**src/hdl/lkv_pkg.sv**
```systemverilog
// ----------------------------------------------------------------------------
// lkv_pkg
// shared types, constants and helpers for the lru key/value cache core
// ----------------------------------------------------------------------------
package lkv_pkg;

    localparam int MAX_ENTRIES_DEF = 16;
    localparam int KEY_BITS        = 32;
    localparam int WORD_W          = 32;
    localparam int CAP_W           = 5;
    localparam int CAP_DEFAULT     = 16;
    localparam int CMD_W           = 1;

    localparam int IN_DATA_W  = 2 * WORD_W;
    localparam int OUT_DATA_W = ((2 * WORD_W + 2 + 7) / 8) * 8;
    localparam int OUT_PAD_W  = OUT_DATA_W - 2 * WORD_W - 2;

    localparam logic [WORD_W-1:0] MISS_VALUE = '1;

    localparam logic CMD_GET = 1'b0;
    localparam logic CMD_PUT = 1'b1;

    typedef enum logic [2:0] {
        ST_IDLE,
        ST_SCAN,
        ST_DECIDE,
        ST_UPDATE,
        ST_FINISH
    } state_t;

    typedef struct packed {
        logic rd_en;
        logic entry_we;
        logic data_we;
        logic rank_we;
    } store_ctl_t;

    typedef struct packed {
        logic ok;
        logic valid;
    } store_stat_t;

    function automatic int idx_bits(input int n);
        return (n > 1) ? $clog2(n) : 1;
    endfunction

endpackage

```
**src/hdl/lru_key_value_cache_core.sv**
```systemverilog
// ----------------------------------------------------------------------------
// lru_key_value_cache_core
// fully associative key/value cache with least-recently-used replacement
// ----------------------------------------------------------------------------
// Each beat is a get or a put. The core scans all MAX_ENTRIES slots one per
// cycle through a single read port on the entry memories and one key
// comparator, then decides and walks the slots again to rewrite the recency
// ranks. A get that misses skips the rank pass. The input is not ready while
// a command is at work. The result sits in an output register, so a new
// command is taken while it waits. The store is empty after reset, with no
// clearing pass. Capacity writes are taken only while the store is empty;
// other writes are dropped.
// ----------------------------------------------------------------------------
module lru_key_value_cache_core #(
    parameter int MAX_ENTRIES = lkv_pkg::MAX_ENTRIES_DEF
) (
    input  logic                             clk,
    input  logic                             rst_n,
    input  logic                             s_axis_tvalid,
    output logic                             s_axis_tready,
    // key [31:0], value [63:32]
    input  logic [lkv_pkg::IN_DATA_W-1:0]    s_axis_tdata,
    // command [0]
    input  logic [lkv_pkg::CMD_W-1:0]        s_axis_tuser,
    output logic                             m_axis_tvalid,
    input  logic                             m_axis_tready,
    // hit [0], read_value [32:1], evicted [33], evicted_key [65:34], zero pad
    output logic [lkv_pkg::OUT_DATA_W-1:0]   m_axis_tdata,
    input  logic                             cfg_valid,
    output logic                             cfg_ready,
    input  logic [lkv_pkg::CAP_W-1:0]        cfg_data
);
    import lkv_pkg::*;

    localparam int IDX_W    = idx_bits(MAX_ENTRIES);
    localparam int CNT_W    = $clog2(MAX_ENTRIES + 1);
    localparam int CW       = (CNT_W > CAP_W) ? CNT_W : CAP_W;
    localparam int CMP_BITS = (KEY_BITS < WORD_W) ? KEY_BITS : WORD_W;

    localparam logic [CAP_W-1:0] CAP_RESET =
        CAP_W'((CAP_DEFAULT > MAX_ENTRIES) ? MAX_ENTRIES : CAP_DEFAULT);
    localparam logic [IDX_W-1:0] LAST_IDX = IDX_W'(MAX_ENTRIES - 1);
    localparam logic [CNT_W-1:0] CNT_END  = CNT_W'(MAX_ENTRIES);

    state_t state_reg;
    state_t state_next;

    logic [CNT_W-1:0]  cnt_reg;
    logic [CNT_W-1:0]  cnt_next;
    logic [CNT_W-1:0]  occ_reg;
    logic [CNT_W-1:0]  occ_next;
    logic [CAP_W-1:0]  cap_reg;
    logic [CAP_W-1:0]  cap_next;

    logic              cmd_reg;
    logic [WORD_W-1:0] key_reg;
    logic [WORD_W-1:0] val_reg;

    logic              found_reg;
    logic [IDX_W-1:0]  slot_reg;
    logic [IDX_W-1:0]  old_rank_reg;
    logic [WORD_W-1:0] hit_data_reg;
    logic              free_found_reg;
    logic [IDX_W-1:0]  free_slot_reg;
    logic              worst_found_reg;
    logic [IDX_W-1:0]  worst_slot_reg;
    logic [IDX_W-1:0]  worst_rank_reg;
    logic [WORD_W-1:0] worst_key_reg;

    logic [IDX_W-1:0]  upd_slot_reg;
    logic              insert_reg;

    logic              pend_hit_reg;
    logic [WORD_W-1:0] pend_value_reg;
    logic              pend_evicted_reg;
    logic [WORD_W-1:0] pend_evkey_reg;

    logic                  out_valid_reg;
    logic [OUT_DATA_W-1:0] out_data_reg;

    store_ctl_t        ctl;
    store_stat_t       rd_stat;
    logic [IDX_W-1:0]  rd_idx;
    logic [WORD_W-1:0] rd_key;
    logic [WORD_W-1:0] rd_data;
    logic [IDX_W-1:0]  rd_rank;
    logic [IDX_W-1:0]  wr_addr;
    logic [IDX_W-1:0]  wr_rank;

    logic              accept;
    logic              last_rsp;
    logic              scan_rsp;
    logic              key_match;
    logic              hit_take;
    logic              free_take;
    logic              worst_take;
    logic              is_full;
    logic              out_free;
    logic              issue;
    logic [IDX_W-1:0]  dec_slot;

    lkv_store #(
        .MAX_ENTRIES (MAX_ENTRIES)
    ) u_store (
        .clk     (clk),
        .rst_n   (rst_n),
        .ctl     (ctl),
        .rd_addr (cnt_reg[IDX_W-1:0]),
        .wr_addr (wr_addr),
        .wr_key  (key_reg),
        .wr_data (val_reg),
        .wr_rank (wr_rank),
        .rd_stat (rd_stat),
        .rd_idx  (rd_idx),
        .rd_key  (rd_key),
        .rd_data (rd_data),
        .rd_rank (rd_rank)
    );

    // compare unit and scan trackers
    always_comb
    begin
        accept     = s_axis_tvalid && s_axis_tready;
        last_rsp   = rd_stat.ok && (rd_idx == LAST_IDX);
        scan_rsp   = (state_reg == ST_SCAN) && rd_stat.ok;
        key_match  = rd_stat.valid && (rd_key[CMP_BITS-1:0] == key_reg[CMP_BITS-1:0]);
        hit_take   = scan_rsp && key_match && !found_reg;
        free_take  = scan_rsp && !rd_stat.valid && !free_found_reg;
        worst_take = scan_rsp && rd_stat.valid
                     && (!worst_found_reg || (rd_rank > worst_rank_reg));
        is_full    = CW'(occ_reg) >= CW'(cap_reg);
        out_free   = !out_valid_reg || m_axis_tready;
        issue      = cnt_reg < CNT_END;
        if (found_reg)
        begin
            dec_slot = slot_reg;
        end
        else if (is_full)
        begin
            dec_slot = worst_slot_reg;
        end
        else
        begin
            dec_slot = free_slot_reg;
        end
    end

    // next state
    always_comb
    begin
        state_next = state_reg;
        case (state_reg)
            ST_IDLE:
            begin
                if (s_axis_tvalid)
                begin
                    state_next = ST_SCAN;
                end
            end
            ST_SCAN:
            begin
                if (last_rsp)
                begin
                    state_next = ST_DECIDE;
                end
            end
            ST_DECIDE:
            begin
                if ((cmd_reg == CMD_GET) && !found_reg)
                begin
                    state_next = ST_FINISH;
                end
                else
                begin
                    state_next = ST_UPDATE;
                end
            end
            ST_UPDATE:
            begin
                if (last_rsp)
                begin
                    state_next = ST_FINISH;
                end
            end
            ST_FINISH:
            begin
                if (out_free)
                begin
                    state_next = ST_IDLE;
                end
            end
            default:
            begin
                state_next = ST_IDLE;
            end
        endcase
    end

    // sequencer outputs
    always_comb
    begin
        ctl           = '0;
        wr_addr       = rd_idx;
        wr_rank       = rd_rank + IDX_W'(1);
        s_axis_tready = 1'b0;
        cnt_next      = '0;
        case (state_reg)
            ST_IDLE:
            begin
                s_axis_tready = 1'b1;
            end
            ST_SCAN:
            begin
                ctl.rd_en = issue;
                cnt_next  = issue ? cnt_reg + CNT_W'(1) : cnt_reg;
            end
            ST_DECIDE:
            begin
                ctl.entry_we = (cmd_reg == CMD_PUT) && !found_reg;
                ctl.data_we  = (cmd_reg == CMD_PUT);
                wr_addr      = dec_slot;
            end
            ST_UPDATE:
            begin
                ctl.rd_en = issue;
                cnt_next  = issue ? cnt_reg + CNT_W'(1) : cnt_reg;
                if (rd_stat.ok)
                begin
                    if (rd_idx == upd_slot_reg)
                    begin
                        ctl.rank_we = 1'b1;
                        wr_rank     = '0;
                    end
                    else if (rd_stat.valid && (insert_reg || (rd_rank < old_rank_reg)))
                    begin
                        ctl.rank_we = 1'b1;
                    end
                end
            end
            default:
            begin
                ctl = '0;
            end
        endcase
    end

    // capacity and occupancy
    always_comb
    begin
        cap_next = cap_reg;
        if (cfg_valid && (occ_reg == '0))
        begin
            if (cfg_data == '0)
            begin
                cap_next = CAP_W'(1);
            end
            else if (CW'(cfg_data) > CW'(MAX_ENTRIES))
            begin
                cap_next = CAP_W'(MAX_ENTRIES);
            end
            else
            begin
                cap_next = cfg_data;
            end
        end
        occ_next = occ_reg;
        if ((state_reg == ST_DECIDE) && (cmd_reg == CMD_PUT) && !found_reg && !is_full)
        begin
            occ_next = occ_reg + CNT_W'(1);
        end
    end

    always_ff @(posedge clk or negedge rst_n)
    begin
        if (!rst_n)
        begin
            state_reg       <= ST_IDLE;
            cnt_reg         <= '0;
            occ_reg         <= '0;
            cap_reg         <= CAP_RESET;
            found_reg       <= 1'b0;
            free_found_reg  <= 1'b0;
            worst_found_reg <= 1'b0;
            insert_reg      <= 1'b0;
            out_valid_reg   <= 1'b0;
        end
        else
        begin
            state_reg <= state_next;
            cnt_reg   <= cnt_next;
            occ_reg   <= occ_next;
            cap_reg   <= cap_next;
            if (accept)
            begin
                found_reg       <= 1'b0;
                free_found_reg  <= 1'b0;
                worst_found_reg <= 1'b0;
            end
            else
            begin
                if (hit_take)
                begin
                    found_reg <= 1'b1;
                end
                if (free_take)
                begin
                    free_found_reg <= 1'b1;
                end
                if (worst_take)
                begin
                    worst_found_reg <= 1'b1;
                end
            end
            if (state_reg == ST_DECIDE)
            begin
                insert_reg <= !found_reg;
            end
            if ((state_reg == ST_FINISH) && out_free)
            begin
                out_valid_reg <= 1'b1;
            end
            else if (m_axis_tready)
            begin
                out_valid_reg <= 1'b0;
            end
        end
    end

    always_ff @(posedge clk)
    begin
        if (accept)
        begin
            cmd_reg <= s_axis_tuser[0];
            key_reg <= s_axis_tdata[WORD_W-1:0];
            val_reg <= s_axis_tdata[2*WORD_W-1:WORD_W];
        end
        if (hit_take)
        begin
            slot_reg     <= rd_idx;
            old_rank_reg <= rd_rank;
            hit_data_reg <= rd_data;
        end
        if (free_take)
        begin
            free_slot_reg <= rd_idx;
        end
        if (worst_take)
        begin
            worst_slot_reg <= rd_idx;
            worst_rank_reg <= rd_rank;
            worst_key_reg  <= rd_key;
        end
        if (state_reg == ST_DECIDE)
        begin
            upd_slot_reg     <= dec_slot;
            pend_hit_reg     <= found_reg;
            pend_value_reg   <= '0;
            pend_evicted_reg <= 1'b0;
            pend_evkey_reg   <= '0;
            if (cmd_reg == CMD_GET)
            begin
                pend_value_reg <= found_reg ? hit_data_reg : MISS_VALUE;
            end
            else if (!found_reg && is_full)
            begin
                pend_evicted_reg <= 1'b1;
                pend_evkey_reg   <= worst_key_reg;
            end
        end
        if ((state_reg == ST_FINISH) && out_free)
        begin
            out_data_reg <= {{OUT_PAD_W{1'b0}}, pend_evkey_reg, pend_evicted_reg,
                             pend_value_reg, pend_hit_reg};
        end
    end

    assign m_axis_tvalid = out_valid_reg;
    assign m_axis_tdata  = out_data_reg;
    assign cfg_ready     = 1'b1;

    a_occ_bound: assert property (@(posedge clk) disable iff (!rst_n)
        CW'(occ_reg) <= CW'(cap_reg))
        else $error("occupancy above capacity");

    a_evict_no_hit: assert property (@(posedge clk) disable iff (!rst_n)
        (out_valid_reg && out_data_reg[WORD_W+1]) |-> !out_data_reg[0])
        else $error("eviction reported on a hit");

    a_rsp_in_pass: assert property (@(posedge clk) disable iff (!rst_n)
        rd_stat.ok |-> ((state_reg == ST_SCAN) || (state_reg == ST_UPDATE)))
        else $error("memory read returned outside a scan pass");

endmodule

```
**src/hdl/lkv_store.sv**
```systemverilog
// ----------------------------------------------------------------------------
// lkv_store
// entry storage: key, data and rank memories with one registered read port
// each, plus per-entry valid flags
// ----------------------------------------------------------------------------
module lkv_store #(
    parameter int MAX_ENTRIES = lkv_pkg::MAX_ENTRIES_DEF
) (
    input  logic                                          clk,
    input  logic                                          rst_n,
    input  lkv_pkg::store_ctl_t                           ctl,
    input  logic [lkv_pkg::idx_bits(MAX_ENTRIES)-1:0]     rd_addr,
    input  logic [lkv_pkg::idx_bits(MAX_ENTRIES)-1:0]     wr_addr,
    input  logic [lkv_pkg::WORD_W-1:0]                    wr_key,
    input  logic [lkv_pkg::WORD_W-1:0]                    wr_data,
    input  logic [lkv_pkg::idx_bits(MAX_ENTRIES)-1:0]     wr_rank,
    output lkv_pkg::store_stat_t                          rd_stat,
    output logic [lkv_pkg::idx_bits(MAX_ENTRIES)-1:0]     rd_idx,
    output logic [lkv_pkg::WORD_W-1:0]                    rd_key,
    output logic [lkv_pkg::WORD_W-1:0]                    rd_data,
    output logic [lkv_pkg::idx_bits(MAX_ENTRIES)-1:0]     rd_rank
);
    import lkv_pkg::*;

    localparam int IDX_W = idx_bits(MAX_ENTRIES);

    logic [WORD_W-1:0]      key_mem  [MAX_ENTRIES];
    logic [WORD_W-1:0]      data_mem [MAX_ENTRIES];
    logic [IDX_W-1:0]       rank_mem [MAX_ENTRIES];
    logic [MAX_ENTRIES-1:0] valid_reg;

    always_ff @(posedge clk)
    begin
        if (ctl.entry_we)
        begin
            key_mem[wr_addr] <= wr_key;
        end
        if (ctl.rd_en)
        begin
            rd_key <= key_mem[rd_addr];
        end
    end

    always_ff @(posedge clk)
    begin
        if (ctl.data_we)
        begin
            data_mem[wr_addr] <= wr_data;
        end
        if (ctl.rd_en)
        begin
            rd_data <= data_mem[rd_addr];
        end
    end

    always_ff @(posedge clk)
    begin
        if (ctl.rank_we)
        begin
            rank_mem[wr_addr] <= wr_rank;
        end
        if (ctl.rd_en)
        begin
            rd_rank <= rank_mem[rd_addr];
            rd_idx  <= rd_addr;
        end
    end

    always_ff @(posedge clk or negedge rst_n)
    begin
        if (!rst_n)
        begin
            valid_reg     <= '0;
            rd_stat.ok    <= 1'b0;
            rd_stat.valid <= 1'b0;
        end
        else
        begin
            if (ctl.entry_we)
            begin
                valid_reg[wr_addr] <= 1'b1;
            end
            rd_stat.ok <= ctl.rd_en;
            if (ctl.rd_en)
            begin
                rd_stat.valid <= valid_reg[rd_addr];
            end
        end
    end

endmodule
```
**config.mk**
```make
export PLATFORM = sky130hd
export DESIGN_NAME = lru_key_value_cache_core
export DESIGN_NICKNAME = d
export VERILOG_FILES = /design/src/hdl/lkv_pkg.sv /design/src/hdl/lru_key_value_cache_core.sv /design/src/hdl/lkv_store.sv
export SDC_FILE = /design/constraint.sdc
export NUM_CORES = 1
export LEC_CHECK = 0
export BUFFER_PORTS_ARGS = -buffer_cell sky130_fd_sc_hd__buf_2
export CAP_MARGIN = 30
export CORE_UTILIZATION = 25
export CTS_BUF_LIST = sky130_fd_sc_hd__clkbuf_4
export CTS_CLUSTER_SIZE = 28
export DETAILED_ROUTE_END_ITERATION = 10
export REMOVE_ABC_BUFFERS = 1
export SLEW_MARGIN = 20
export SYNTH_ARGS = -nofsm -noshare
export SYNTH_HDL_FRONTEND = slang
export SYNTH_HIERARCHICAL = 1
export SYNTH_SLANG_ARGS = --single-unit
```
**constraint.sdc**
```tcl
create_clock -name clk -period 7.4 [get_ports clk]
set_input_delay 1.48 -clock clk [delete_from_list [all_inputs] [get_ports clk]]
set_output_delay 1.48 -clock clk [all_outputs]
set_load 0.03 [all_outputs]
```
Yosys cells after proc, flatten, opt, wreduce, memory -nomap -nowiden
Memories as Yosys holds them, arrays and structs flattened. A register that Yosys moved wholly into a read port is not among the register bits. Index checks and enable logic that the tools add are counted.

Bits in writable memories: 1088. Memories: 3. Output and inout port bits: 75. Logic and storage cells: 139. Register bits after elaboration: 330.

Reductions and logical operators: 39. Order comparisons: 8. Bitwise gates (word level): 2. Mux-type cells: 43. Add/sub/neg operators: 3. Equal/unequal tests: 12.

Memory list: u_store.data_mem (depth 16, bits a word 32, read ports 1, clocked after Yosys merged registers in 1, wr ports 1, line lkv_store.sv:28) `logic [WORD_W-1:0] data_mem [MAX_ENTRIES];`; u_store.key_mem (depth 16, bits a word 32, read ports 1, clocked after Yosys merged registers in 1, wr ports 1, line lkv_store.sv:27) `logic [WORD_W-1:0] key_mem [MAX_ENTRIES];`; u_store.rank_mem (depth 16, bits a word 4, read ports 1, clocked after Yosys merged registers in 1, wr ports 1, line lkv_store.sv:29) `logic [IDX_W-1:0] rank_mem [MAX_ENTRIES];`.

Operators with widths (number): 32-bit equality test (1); 32-bit 2-to-1 mux (1); 4-bit 2-to-1 mux (6); 1-bit 2-to-1 mux (23); 1-bit logical AND (20); 5-bit 2-to-1 mux (4); 16-bit OR (1); 3-bit 2-to-1 mux (5); 3-bit case mux with 5 select lines (1); 5-bit by 1-bit adder with 5-bit output (second input constant) (2); 5-bit zero test (2); 4-bit by 5-bit < comparator with 1-bit output (second input constant) (2); 2-bit != test (second input constant) (4); 2-bit nonzero test (4); 3-bit by 2-bit equality test with 1-bit output (second input constant) (2); 1-bit zero test (6); 5-bit greater-or-equal comparator (1); 5-bit > comparator (second input constant) (1); 5-bit < comparator (second input constant) (1); 4-bit by 1-bit adder with 4-bit output (second input constant) (1); 1-bit binary-select mux with 4-bit select (1); 1-bit demux with 4-bit select (1); 4-bit equality test (1); 4-bit equality test (second input constant) (1); other kinds (13) (15).

Longest topological paths before layout
Gate-level depths: netlist (run 1).

Depth in word-level cells: 9. Mapped depth: 12. Depth with buffers taken out: 11.

Hierarchy
The synthesis (run 1) kept the hierarchy.

Modules (own cells, without submodules): lkv_store (cells each 1691, times used 1, area each 43969.7 sq um); lru_key_value_cache_core (cells each 612, times used 1, area each 11154.4 sq um).

Least setup slack after synthesis (run 1)
OpenSTA, ideal clock, no wires.

Kind: register to register. Start point: register state_reg[0]. End point: register u_store/rd_stat[0] (netlist name). Required time: 7.320 ns. Setup slack: 2.829 ns. Cell stages (with the launch flop): 6. Library setup time: 0.080 ns. Clock period less this slack: 4.571 ns. Arrival time: 4.491 ns. Cell sequence: dfrtp_1 > clkbuf_1 > nand2b_1 > clkbuf_1 > nor2_1 > mux2_2.

RTL lines: from (decl) (line lru_key_value_cache_core.sv:45) `state_t state_reg;`; from (signal assigned) (line lru_key_value_cache_core.sv:289) `state_reg <= state_next;`.

Worst setup path in the final report (run 1)
Start point: register state_reg[0]. End point: memory u_store.data_mem[9][8] (enable).

RTL lines: 3-bit by 2-bit equality test with 1-bit output (line lru_key_value_cache_core.sv:207) `case (state_reg)`; 4-bit 2-to-1 mux (line lru_key_value_cache_core.sv:207); via wr_addr[3] (line lru_key_value_cache_core.sv:87) `logic [IDX_W-1:0] wr_addr;`; to (decl) (line lkv_store.sv:28).

The timed path passes the listed nets, and every way through them passes these cells.

==> summary.md, run 1 <==
| Metric | Value |
|---|---|
| CP Data Required Time | `8.23 ns` |
| CP Data Arrival Time | `5.12 ns` |
| Largest net degree at the start of global routing | `146` |
| Most used DFF post-synth | `edfxtp_1` |
| Fin. Hold Viols | `0` |
| Syn Std Cell Area | `55,100 um2` |
| Fin Setup TNS | `0 ns` |
| Routed Antenna Nets | `0` |
| Met1 Routed Length | `50,400 um` |
| Max layer used | `met5` |
| Fill cells | `21,200` |
| Hpwl dp | `67,700 um` |
| CP dominant cell by count | `nand2_1` |
| Worst Hold Class | `register to register` |
| Fmax | `0.233 GHz` |
| Reg area | `44,400 um2` |
| Asr flop ratio synth | `2.76%` |
| # rows | `172` |
| CP startpoint | `state_reg[0]` |
| Status | `finished with violations` |
| Gpl congestion | `0.734` |
| YS warnings | `6` |
| Rel. slew slack | `32.8%` |
| Synthesized area per cell | `23.9 um2` |
| I/O pins | `150` |
| Maximum vdd drop | `0.318 mV` |
| Area Growth Syn to Fin | `16.2%` |
| EDFF count, synth | `1,445` |
| Setup repair after global routing missed its margin | `no` |
| Die height | `472 um` |
| H-tree levels | `5` |
| Multi-input gate area | `10,300 um2` |
| Period minus WS final | `4.29 ns` |
| Via count | `24,800` |
| WL/cell | `20.3 um` |
| Die area | `222,000 um2` |
| Worst-skew pair later-pin latency | `1.22 ns` |
| Root Driver | `clkbuf_4` |
| PD cells | `335 nW/um2` |
| Total routed wirelength | `119,000 um` |
| Syn Inst Count | `2,303` |
| Gr usage total | `10.7%` |
| CP max FO | `76` |
| Max stage delay on crit path | `0.62 ns` |
| Most frequent cell after synthesis | `edfxtp_1` |
| Actual slew at the worst max-slew pin | `1.01 ns` |
| DRT iter0 DRCs | `1,750` |
| Clock tree buffer depth | `4` |
| Total CTS buffers | `361` |
| Postcts setup bufs | `0` |
| Clk slew on worst S/H paths | `0.08 ns` |
| # DRC | `2` |
| CTS tree | `built` |
| IO buf count | `142` |
| Post-synthesis sequential area ratio | `80.6%` |
| Die Span X | `472 um` |
| Yosys reg bits | `1,486` |
| Core outline area | `219,000 um2` |
| Failing checks | `DRC` |
| Final #Nets | `2,860` |
| Worst Setup Start Kind | `register` |
| Vias in the first global route | `26,700` |
| Met3 wire length | `6410 um` |
| Cell Chain, Critical Path | `or3_1, clkinv_8, nand2_1, o211ai_1, nor2b_1, nand2_1, nor2_4, buf_4` |
| Critical path's slowest cell | `nor2_4` |
| Antenna violations before repair | `27` |
| Final Util | `29.2%` |
| Worst Hold Launch | `pend_evkey_reg[18]` |
| Synth cell count leaders | `edfxtp_1, mux4_2, nor2_1` |
| Post-synth top area share | `78.7%` |
| Worst Clk Skew | `0.115 ns` |
| DR vias/cell | `4.22` |
| Final Cycle Share | `57.9%` |
| Worst Setup End Kind | `register` |
| Area leader, netlist | `edfxtp_1` |
| Worst reg2reg path startpoint | `state_reg[0]` |
| DR pass1 iterations | `8` |
| First-pass GRT wire length | `176,000 um` |
| Gr ovfl total | `0` |
| Distinct cells, synth | `48` |
| Wire length on met2 | `60,400 um` |
| Max-cap violations | `0` |
| Area contributors post-synth | `edfxtp_1, mux4_2, dfrtp_1` |
| Final setup viols | `0` |
| Clock Sinks | `1,486` |
| Final slew viol count | `0` |
| Layout cells sized above 1 | `38.0%` |
| P_leak | `0.0202 uW` |
| Initial Util | `25.1%` |
| Path type of the worst setup path | `register to register` |
-- layout make-up --
class                           instances  share of cell area (%)
Sequential cell                      1486                    69.4
Multi-Input combinational cell        695                    16.0
Clock buffer                          498                    5.84
Tap cell                             2871                    5.61
Timing Repair Buffer                  203                    2.14
Clock inverter                        103                   0.848
Inverter                               22                   0.152
Antenna cell                            4                  0.0156
-- logic make-up after synthesis --
family / count (synthesis) / share of synthesized area [%]
AO/OA/AOI/OAI: 67 / 0.863
buffers and inverters: 127 / 1.36
XOR/XNOR: 46 / 0.731
AND/OR/NAND/NOR: 205 / 1.85
adder cells (fa/ha/maj): 16 / 0.363
flip-flops: 1486 / 80.6
multiplexers: 354 / 14.2
other: 2 / 0.0136
-- placed cells by master (no fill, tap or decap), types with 2 or more instances in the layout --
cell type and count:
bufinv_16 5, clkbuf_4 498, mux2_2 2, nor2_2 2, buf_12 11, o21a_1 35
inv_2 5, nor2b_1 7, a21oi_1 11, o21ai_0 7, conb_1 7, buf_16 3
dfrtp_1 36, nor2_1 36, diode_2 4, nand3_1 10, ha_1 16, mux4_2 344
xor2_1 11, nand2_1 30, inv_1 18, or2_2 17, clkinv_1 75, edfxtp_1 1445
nor2_4 34, o211ai_1 4, xnor2_1 35, nor3_1 7, nand4_1 12, nor4_1 4
nand2b_1 7, clkinv_2 20, and2_1 32, dfrtp_4 4, mux2i_1 8, buf_2 142
buf_4 46
-- per-layer routing --
metal  vias to the layer above  GRT usage, %
met3                       179          2.35
met5                         -             0
met1                     13100          13.6
met2                       788          17.9
met4                         8          3.78
li1                      10800             -
-- where the power goes --
part / internal, uW / total [uW] / switching, uW
logic: 2160 / 4440 / 2290
registers: 10200 / 10700 / 526
clock network: 3270 / 6350 / 3080
-- what timing repair did --
action | in CTS | in global routing
resized for setup | 0 | 0
hold endpoints to repair | 0 | 2
hold buffers | 0 | 1
-- final timing paths --
path                                           to  slack, ns  cells past startpoint
hold / removal                   m_axis_tdata[52]       0.38                      0
setup / recovery           u_store/data_mem[9][8]       3.11                      8
min in group asynchronous              cap_reg[2]       0.75                      2
setup reg to reg           u_store/data_mem[9][8]       3.11                      8
hold reg to reg                  m_axis_tdata[52]       0.38                      0
max in group asynchronous              cnt_reg[0]       6.14                      3
-- metrics by stage --
step	cell area [um2]	power, uW	worst slack (ns)	instances	hold slack, ns
detailed placement	59700	15400	3.07	5274	0.405
global placement	59500	15400	3.16	5267	0.402
CTS	64000	21900	2.80	5875	0.215
global route	64000	22500	2.80	5880	0.300
floorplan	54500	14600	-4.58	2203	0.400
finish	64000	21500	3.11	5882	0.380
-- critical path, delay by kind of cell, from the launching register on --
family                 cells  cell delay (ns)
and+or+nand+nor            5             2.08
buffers and inverters      2             0.84
AOI/OAI and AO/OA          1             0.48
DFF                        1             0.48
Power figures use the tool's default switching activity.
==> run 2, diff against run 1 <==
==> constraint.sdc (replaced) <==
create_clock -name clk -period 4.4 [get_ports clk]
set_input_delay 0.88 -clock clk [delete_from_list [all_inputs] [get_ports clk]]
set_output_delay 0.88 -clock clk [all_outputs]
set_load 0.03 [all_outputs]
==> run 2 against run 1 <==
  * The run still ends with DRC left
  * Final area increased by 2.0%
  * Utilization increased by 0.58 points
  * Total power increased by 70%
  * Combinational power increased by 74%
  * Non-clock buffer count increased by 95
  * Sequential cell count unchanged
==> summary.md, run 2 (same netlist as run 1, synthesis figures left out) <==
| Metric | Value |
|---|---|
| CP Data Arrival Time | `4.78 ns (-0.34 ns)` |
| Fin. Hold Viols | `0 (unchanged)` |
| Routed Antenna Nets | `0 (unchanged)` |
| Final setup viols | `0 (unchanged)` |
| DR vias/cell | `4.23 (+0.19%)` |
| Fill cells | `21,100 (-0.35%)` |
| CP max FO | `13 (-83%)` |
| Critical path's slowest cell | `nor2_4` |
| Max-cap violations | `0 (unchanged)` |
| Tot Pwr | `36,600 uW (+70%)` |
| Area Growth Syn to Fin | `18.5%` |
| Path type of the worst setup path | `register to register` |
| Root Driver | `clkbuf_4` |
| Clock Sinks | `1,486 (unchanged)` |
| Crit path buf inv count | `2 (unchanged)` |
| Worst Setup End Kind | `register` |
| Maximum vdd drop | `0.465 mV (+46%)` |
| P_leak | `0.0207 uW (+2.6%)` |
| DR pass1 iterations | `8 (unchanged)` |
| # rows | `172 (unchanged)` |
| Failing checks | `DRC` |
| Gpl congestion | `0.756 (+2.9%)` |
| Core outline area | `219,000 um2 (unchanged)` |
| First-pass GRT wire length | `182,000 um (+3.8%)` |
| Hpwl dp | `72,100 um (+6.5%)` |
| Via count | `25,300 (+2.1%)` |
| Final Util | `29.8% (+0.58 points)` |
| Gr usage total | `11.1% (+0.42 points)` |
| Clock tree buffer depth | `4 (unchanged)` |
| H-tree levels | `5 (unchanged)` |
| Fmax | `0.259 GHz (+11%)` |
| CTS tree | `built` |
| # DRC | `2 (unchanged)` |
| Hold slack | `0.265 ns (-0.114 ns)` |
| Largest net degree at the start of global routing | `70 (-52%)` |
| Worst Hold Class | `input pin to register` |
| I/O pins | `150 (unchanged)` |
| Initial Util | `25.1% (unchanged)` |
| Vias in the first global route | `27,400 (+2.7%)` |
| Actual slew at the worst max-slew pin | `0.876 ns (-0.133 ns)` |
| Setup repair after global routing missed its margin | `no` |
| Most frequent cells in the layout | `edfxtp_1, clkbuf_4, mux4_2` |
| Rel. slew slack | `41.6% (+8.8 points)` |
| PD cells | `560 nW/um2 (+67%)` |
| Postcts setup bufs | `0 (unchanged)` |
| Period minus WS final | `3.86 ns (-0.429 ns)` |
| Layout cells sized above 1 | `37.5% (-0.49 points)` |
| Die area | `222,000 um2 (unchanged)` |
| CP Data Required Time | `5.33 ns (-2.90 ns)` |
| Max stage delay on crit path | `0.57 ns (-0.05 ns)` |
| Final Cycle Share | `87.7% (+30 points)` |
| Family with the most delay on the worst path | `simple AND/OR/NAND/NOR gates` |
| Worst Clk Skew | `0.109 ns (-0.00543 ns)` |
| Cell Chain, Critical Path | `inv_1, ha_1, nor2b_1, o21ai_1, a31o_2, mux2i_1, o211ai_1, nor2_1, nand2_1, nor2_4, buf_4` |
| Antenna violations before repair | `14 (-48%)` |
| Die height | `472 um (unchanged)` |
| Fin Setup TNS | `0 ns (unchanged)` |
| Total routed wirelength | `124,000 um (+3.7%)` |
| Total CTS buffers | `361 (unchanged)` |
| Status | `finished with violations` |
| Clk slew on worst S/H paths | `0.08 ns (about the same)` |
| Die Span X | `472 um (unchanged)` |
| WL/cell | `20.6 um (+1.8%)` |
| Worst-skew pair later-pin latency | `1.28 ns (+0.06 ns)` |
| Most common cell after layout, fill and taps aside | `edfxtp_1` |
| Gr ovfl total | `0 (unchanged)` |
| Final slew viol count | `0 (unchanged)` |
| IO buf count | `142 (unchanged)` |
| Worst Setup Start Kind | `register` |
| Final #Nets | `2,955 (+3.3%)` |
| DRT iter0 DRCs | `1,820 (+4.0%)` |
==> run 2: final cells by class <==
cell class              instances  area, um2  area share, %
flip-flops and latches       1486      44400           68.0
multi-input cells             695      10200           15.7
clock buffers                 502       3770           5.77
well taps                    2871       3590           5.50
repair buffers                298       2570           3.94
clock inverters               115        576          0.881
inverters                      22       97.6          0.149
diodes                          6       15.0         0.0230
==> run 2: final timing paths <==
check	from	end	slack, ns	cells past startpoint
worst max-delay path	occ_reg[0]	u_store/key_mem[0][24]	0.54	11
worst min-delay path	cfg_valid	cap_reg[2]	0.27	4
worst max register to register	occ_reg[0]	u_store/key_mem[0][24]	0.54	11
worst min register to register	pend_value_reg[22]	m_axis_tdata[23]	0.40	0
max in group asynchronous	rst_n	u_store/valid_reg[3]	2.61	4
min in group asynchronous	rst_n	u_store/valid_reg[0]	0.64	3
==> run 2: power breakdown <==
group / leakage (uW) / internal, uW / switching, uW
Combinational: 0.00449 / 3850 / 3900
Sequential: 0.0136 / 17100 / 1020
Clock: 0.00260 / 5510 / 5230
Total: 0.0207 / 26400 / 10100
==> run 2: worst register-to-register path: cells and delay by family, from the launching register on <==
kind	cells	cell delay, ns
fa+ha+maj	1	0.29
buf+inv	2	0.41
flops	1	0.38
compound gates	3	0.88
simple gates	4	1.25
mux	1	0.31
==> run 2: timing repair <==
action / CTS / global route
resized for setup: 0 / 0
endpoints found under the hold margin: 114 / 0
hold buffers: 75 / 0
==> run 2: layer usage <==
layer	vias up	wire, um	share of wire, %	global-route usage, %
li1	11000	-	-	-
met1	13300	52300	42	14.0
met2	819	61300	50	18.3
met3	201	6920	5.6	2.88
met4	16	3130	2.5	4.24
met5	-	107	0.086	0
==> run 2: stage by stage <==
stage	cells	area (um2)	setup WS (ns)
after global routing	5994	65300	0.311
after CTS	5989	65300	0.479
after global placement	5296	60200	0.723
final	5995	65300	0.543
after floorplan	2203	54500	-7.58
after detailed placement	5297	60200	0.589
==> run 3, diff against run 2 <==
==> constraint.sdc (replaced) <==
create_clock -name clk -period 4 [get_ports clk]
set_input_delay 0.8 -clock clk [delete_from_list [all_inputs] [get_ports clk]]
set_output_delay 0.8 -clock clk [all_outputs]
set_load 0.03 [all_outputs]
==> run 3 against run 2 <==
  * The run still ends with DRC left
  * Combinational power increased by 12%
  * Die area stayed put
  * Critical path depth down 2
  * Maximum frequency increased by 9.8%
  * Via count rose by 0.86%
  * Sequential share of layout area is 0.52 points lower
  * Global-route usage barely moved
  * Final cell count rose by 0.70%
  * Sequential cell count stayed put
  * Largest cell class unchanged
  * Highest routed layer unchanged
==> summary.md, run 3 (same netlist as run 1, synthesis figures left out) <==
| Metric | Value |
|---|---|
| Gpl congestion | `0.769 (+1.7%)` |
| Multi-input gate area | `10,300 um2 (about the same)` |
| Worst Setup Start Kind | `register` |
| I/O pins | `150 (unchanged)` |
| Clock Sinks | `1,486 (unchanged)` |
| Status | `finished with violations` |
| Fill cells | `21,100 (-0.24%)` |
| Reg area | `44,400 um2 (unchanged)` |
| WL/cell | `20.5 um (-0.79%)` |
| PD cells | `623 nW/um2 (+11%)` |
| Layout cells sized above 1 | `38.4% (+0.94 points)` |
| DR vias/cell | `4.23 (+0.16%)` |
| Worst Setup End Kind | `register` |
| IO buf count | `142 (unchanged)` |
| Failing checks | `DRC` |
| H-tree levels | `5 (unchanged)` |
| CP Data Required Time | `4.85 ns (-0.48 ns)` |
| P_leak | `0.0210 uW (+1.3%)` |
| Final setup viols | `0 (unchanged)` |
| Postcts setup bufs | `0 (unchanged)` |
| Final slew viol count | `0 (unchanged)` |
| # DRC | `1 (-1)` |
| Maximum vdd drop | `0.456 mV (-1.8%)` |
| Die height | `472 um (unchanged)` |
| Hpwl dp | `74,300 um (+3.1%)` |
| Max stage delay on crit path | `0.52 ns (-0.05 ns)` |
| Critical path's slowest cell | `dfstp_2` |
| Final Cycle Share | `87.8% (+0.15 points)` |
| Clock tree buffer depth | `4 (unchanged)` |
| Final #Nets | `2,985 (+1.0%)` |
| Worst-skew pair later-pin latency | `1.27 ns (about the same)` |
| Cell Chain, Critical Path | `inv_1, ha_1, a21o_1, a31o_2, mux2i_1, o211ai_1, nand3_1, nor2_4, buf_4` |
| Most frequent cells in the layout | `edfxtp_1, clkbuf_4, mux4_2` |
| Area Growth Syn to Fin | `19.4%` |
| Tot Pwr | `41,000 uW (+12%)` |
| Via count | `25,600 (+0.86%)` |
| Total routed wirelength | `124,000 um (about the same)` |
| Final Util | `30.0% (+0.23 points)` |
| Worst Hold Class | `input pin to asynchronous set/reset pin` |
| DR pass1 iterations | `8 (unchanged)` |
| Setup repair after global routing missed its margin | `no` |
| Rel. slew slack | `38.6% (-3.0 points)` |
| Fmax | `0.285 GHz (+9.8%)` |
| Most common cell after layout, fill and taps aside | `edfxtp_1` |
| Gr usage total | `11.1% (-0.030 points)` |
| Total CTS buffers | `367 (+1.7%)` |
| First-pass GRT wire length | `183,000 um (+0.13%)` |
| DRT iter0 DRCs | `1,933 (+6.2%)` |
| Period minus WS final | `3.51 ns (-0.345 ns)` |
| Vias in the first global route | `27,200 (-0.69%)` |
| Actual slew at the worst max-slew pin | `0.919 ns (+0.0434 ns)` |
| Routed Antenna Nets | `0 (unchanged)` |
| CP max FO | `20 (+7)` |
| Die area | `222,000 um2 (unchanged)` |
| Largest net degree at the start of global routing | `52 (-26%)` |
| Clk slew on worst S/H paths | `0.07 ns (about the same)` |
| Root Driver | `clkbuf_4` |
| Initial Util | `25.1% (unchanged)` |
| CTS tree | `built` |
| Antenna violations before repair | `16 (+2)` |
| Core outline area | `219,000 um2 (unchanged)` |
| CP Data Arrival Time | `4.36 ns (-0.42 ns)` |
| Worst Clk Skew | `0.0780 ns (-0.0314 ns)` |
| Path type of the worst setup path | `register to register` |
| Fin. Hold Viols | `0 (unchanged)` |
| Die Span X | `472 um (unchanged)` |
| Max-cap violations | `0 (unchanged)` |
| Gr ovfl total | `0 (unchanged)` |
| # rows | `172 (unchanged)` |
-- run 3: area by class of cell --
class / instances / area share [%]
timing repair buffer: 322 / 4.31
tap: 2871 / 5.46
multi-input combinational: 695 / 15.6
antenna: 7 / 0.0266
sequential: 1486 / 67.5
clock inverter: 116 / 1.03
inverter: 22 / 0.148
clock buffer: 518 / 5.91
-- run 3: power by group --
group          internal [uW]  switching, uW  total [uW]
registers              18800           1130       19900
logic                   4330           4350        8680
clock network           6490           5900       12400
-- run 3: what timing repair did --
action / in CTS / in global routing
hold buffers: 75 / 0
hold endpoints to repair: 118 / 0
resized for setup: 0 / 0
-- run 3: stage by stage --
| stage | cell area (um2) | hold WS [ns] | worst slack (ns) | cells | TNS (ns) |
|---|---|---|---|---|---|
| finish | 65800 | 0.135 | 0.487 | 6037 | 0 |
| global route | 65800 | 0.0830 | 0.268 | 6037 | 0 |
| CTS | 65800 | 0.0172 | 0.446 | 6030 | 0 |
| detailed placement | 60500 | 0.405 | 0.513 | 5321 | 0 |
| global placement | 60400 | 0.401 | 0.561 | 5319 | 0 |
| floorplan | 54500 | 0.400 | -7.98 | 2203 | -611.70 |
-- run 3: metal layers --
metal | vias up | GRT usage [%] | share of wire (%)
li1 | 11100 | - | -
met1 | 13500 | 14.3 | 43
met2 | 785 | 18.3 | 50
met3 | 188 | 2.47 | 5.3
met4 | 10 | 3.72 | 1.9
met5 | - | 0 | 0.056
-- run 3: critical path: cells and delay by family (launching register included) --
family / cells / cell delay (ns)
compound gates: 3 / 0.91
simple gates: 2 / 0.71
flops: 1 / 0.52
buf+inv: 2 / 0.43
fa+ha+maj: 1 / 0.32
mux: 1 / 0.17
-- run 3: final timing paths --
path                              startpoint                      end  slack (ns)  cells past startpoint
setup / recovery                  cap_reg[4]  u_store/key_mem[14][20]        0.49                      9
hold / removal                         rst_n               cnt_reg[1]        0.13                      3
setup reg to reg                  cap_reg[4]  u_store/key_mem[14][20]        0.49                      9
hold reg to reg            pend_value_reg[6]          m_axis_tdata[7]        0.39                      0
max in group asynchronous              rst_n               cnt_reg[0]        2.62                      3
min in group clk                   cfg_valid               cap_reg[3]        0.20                      5
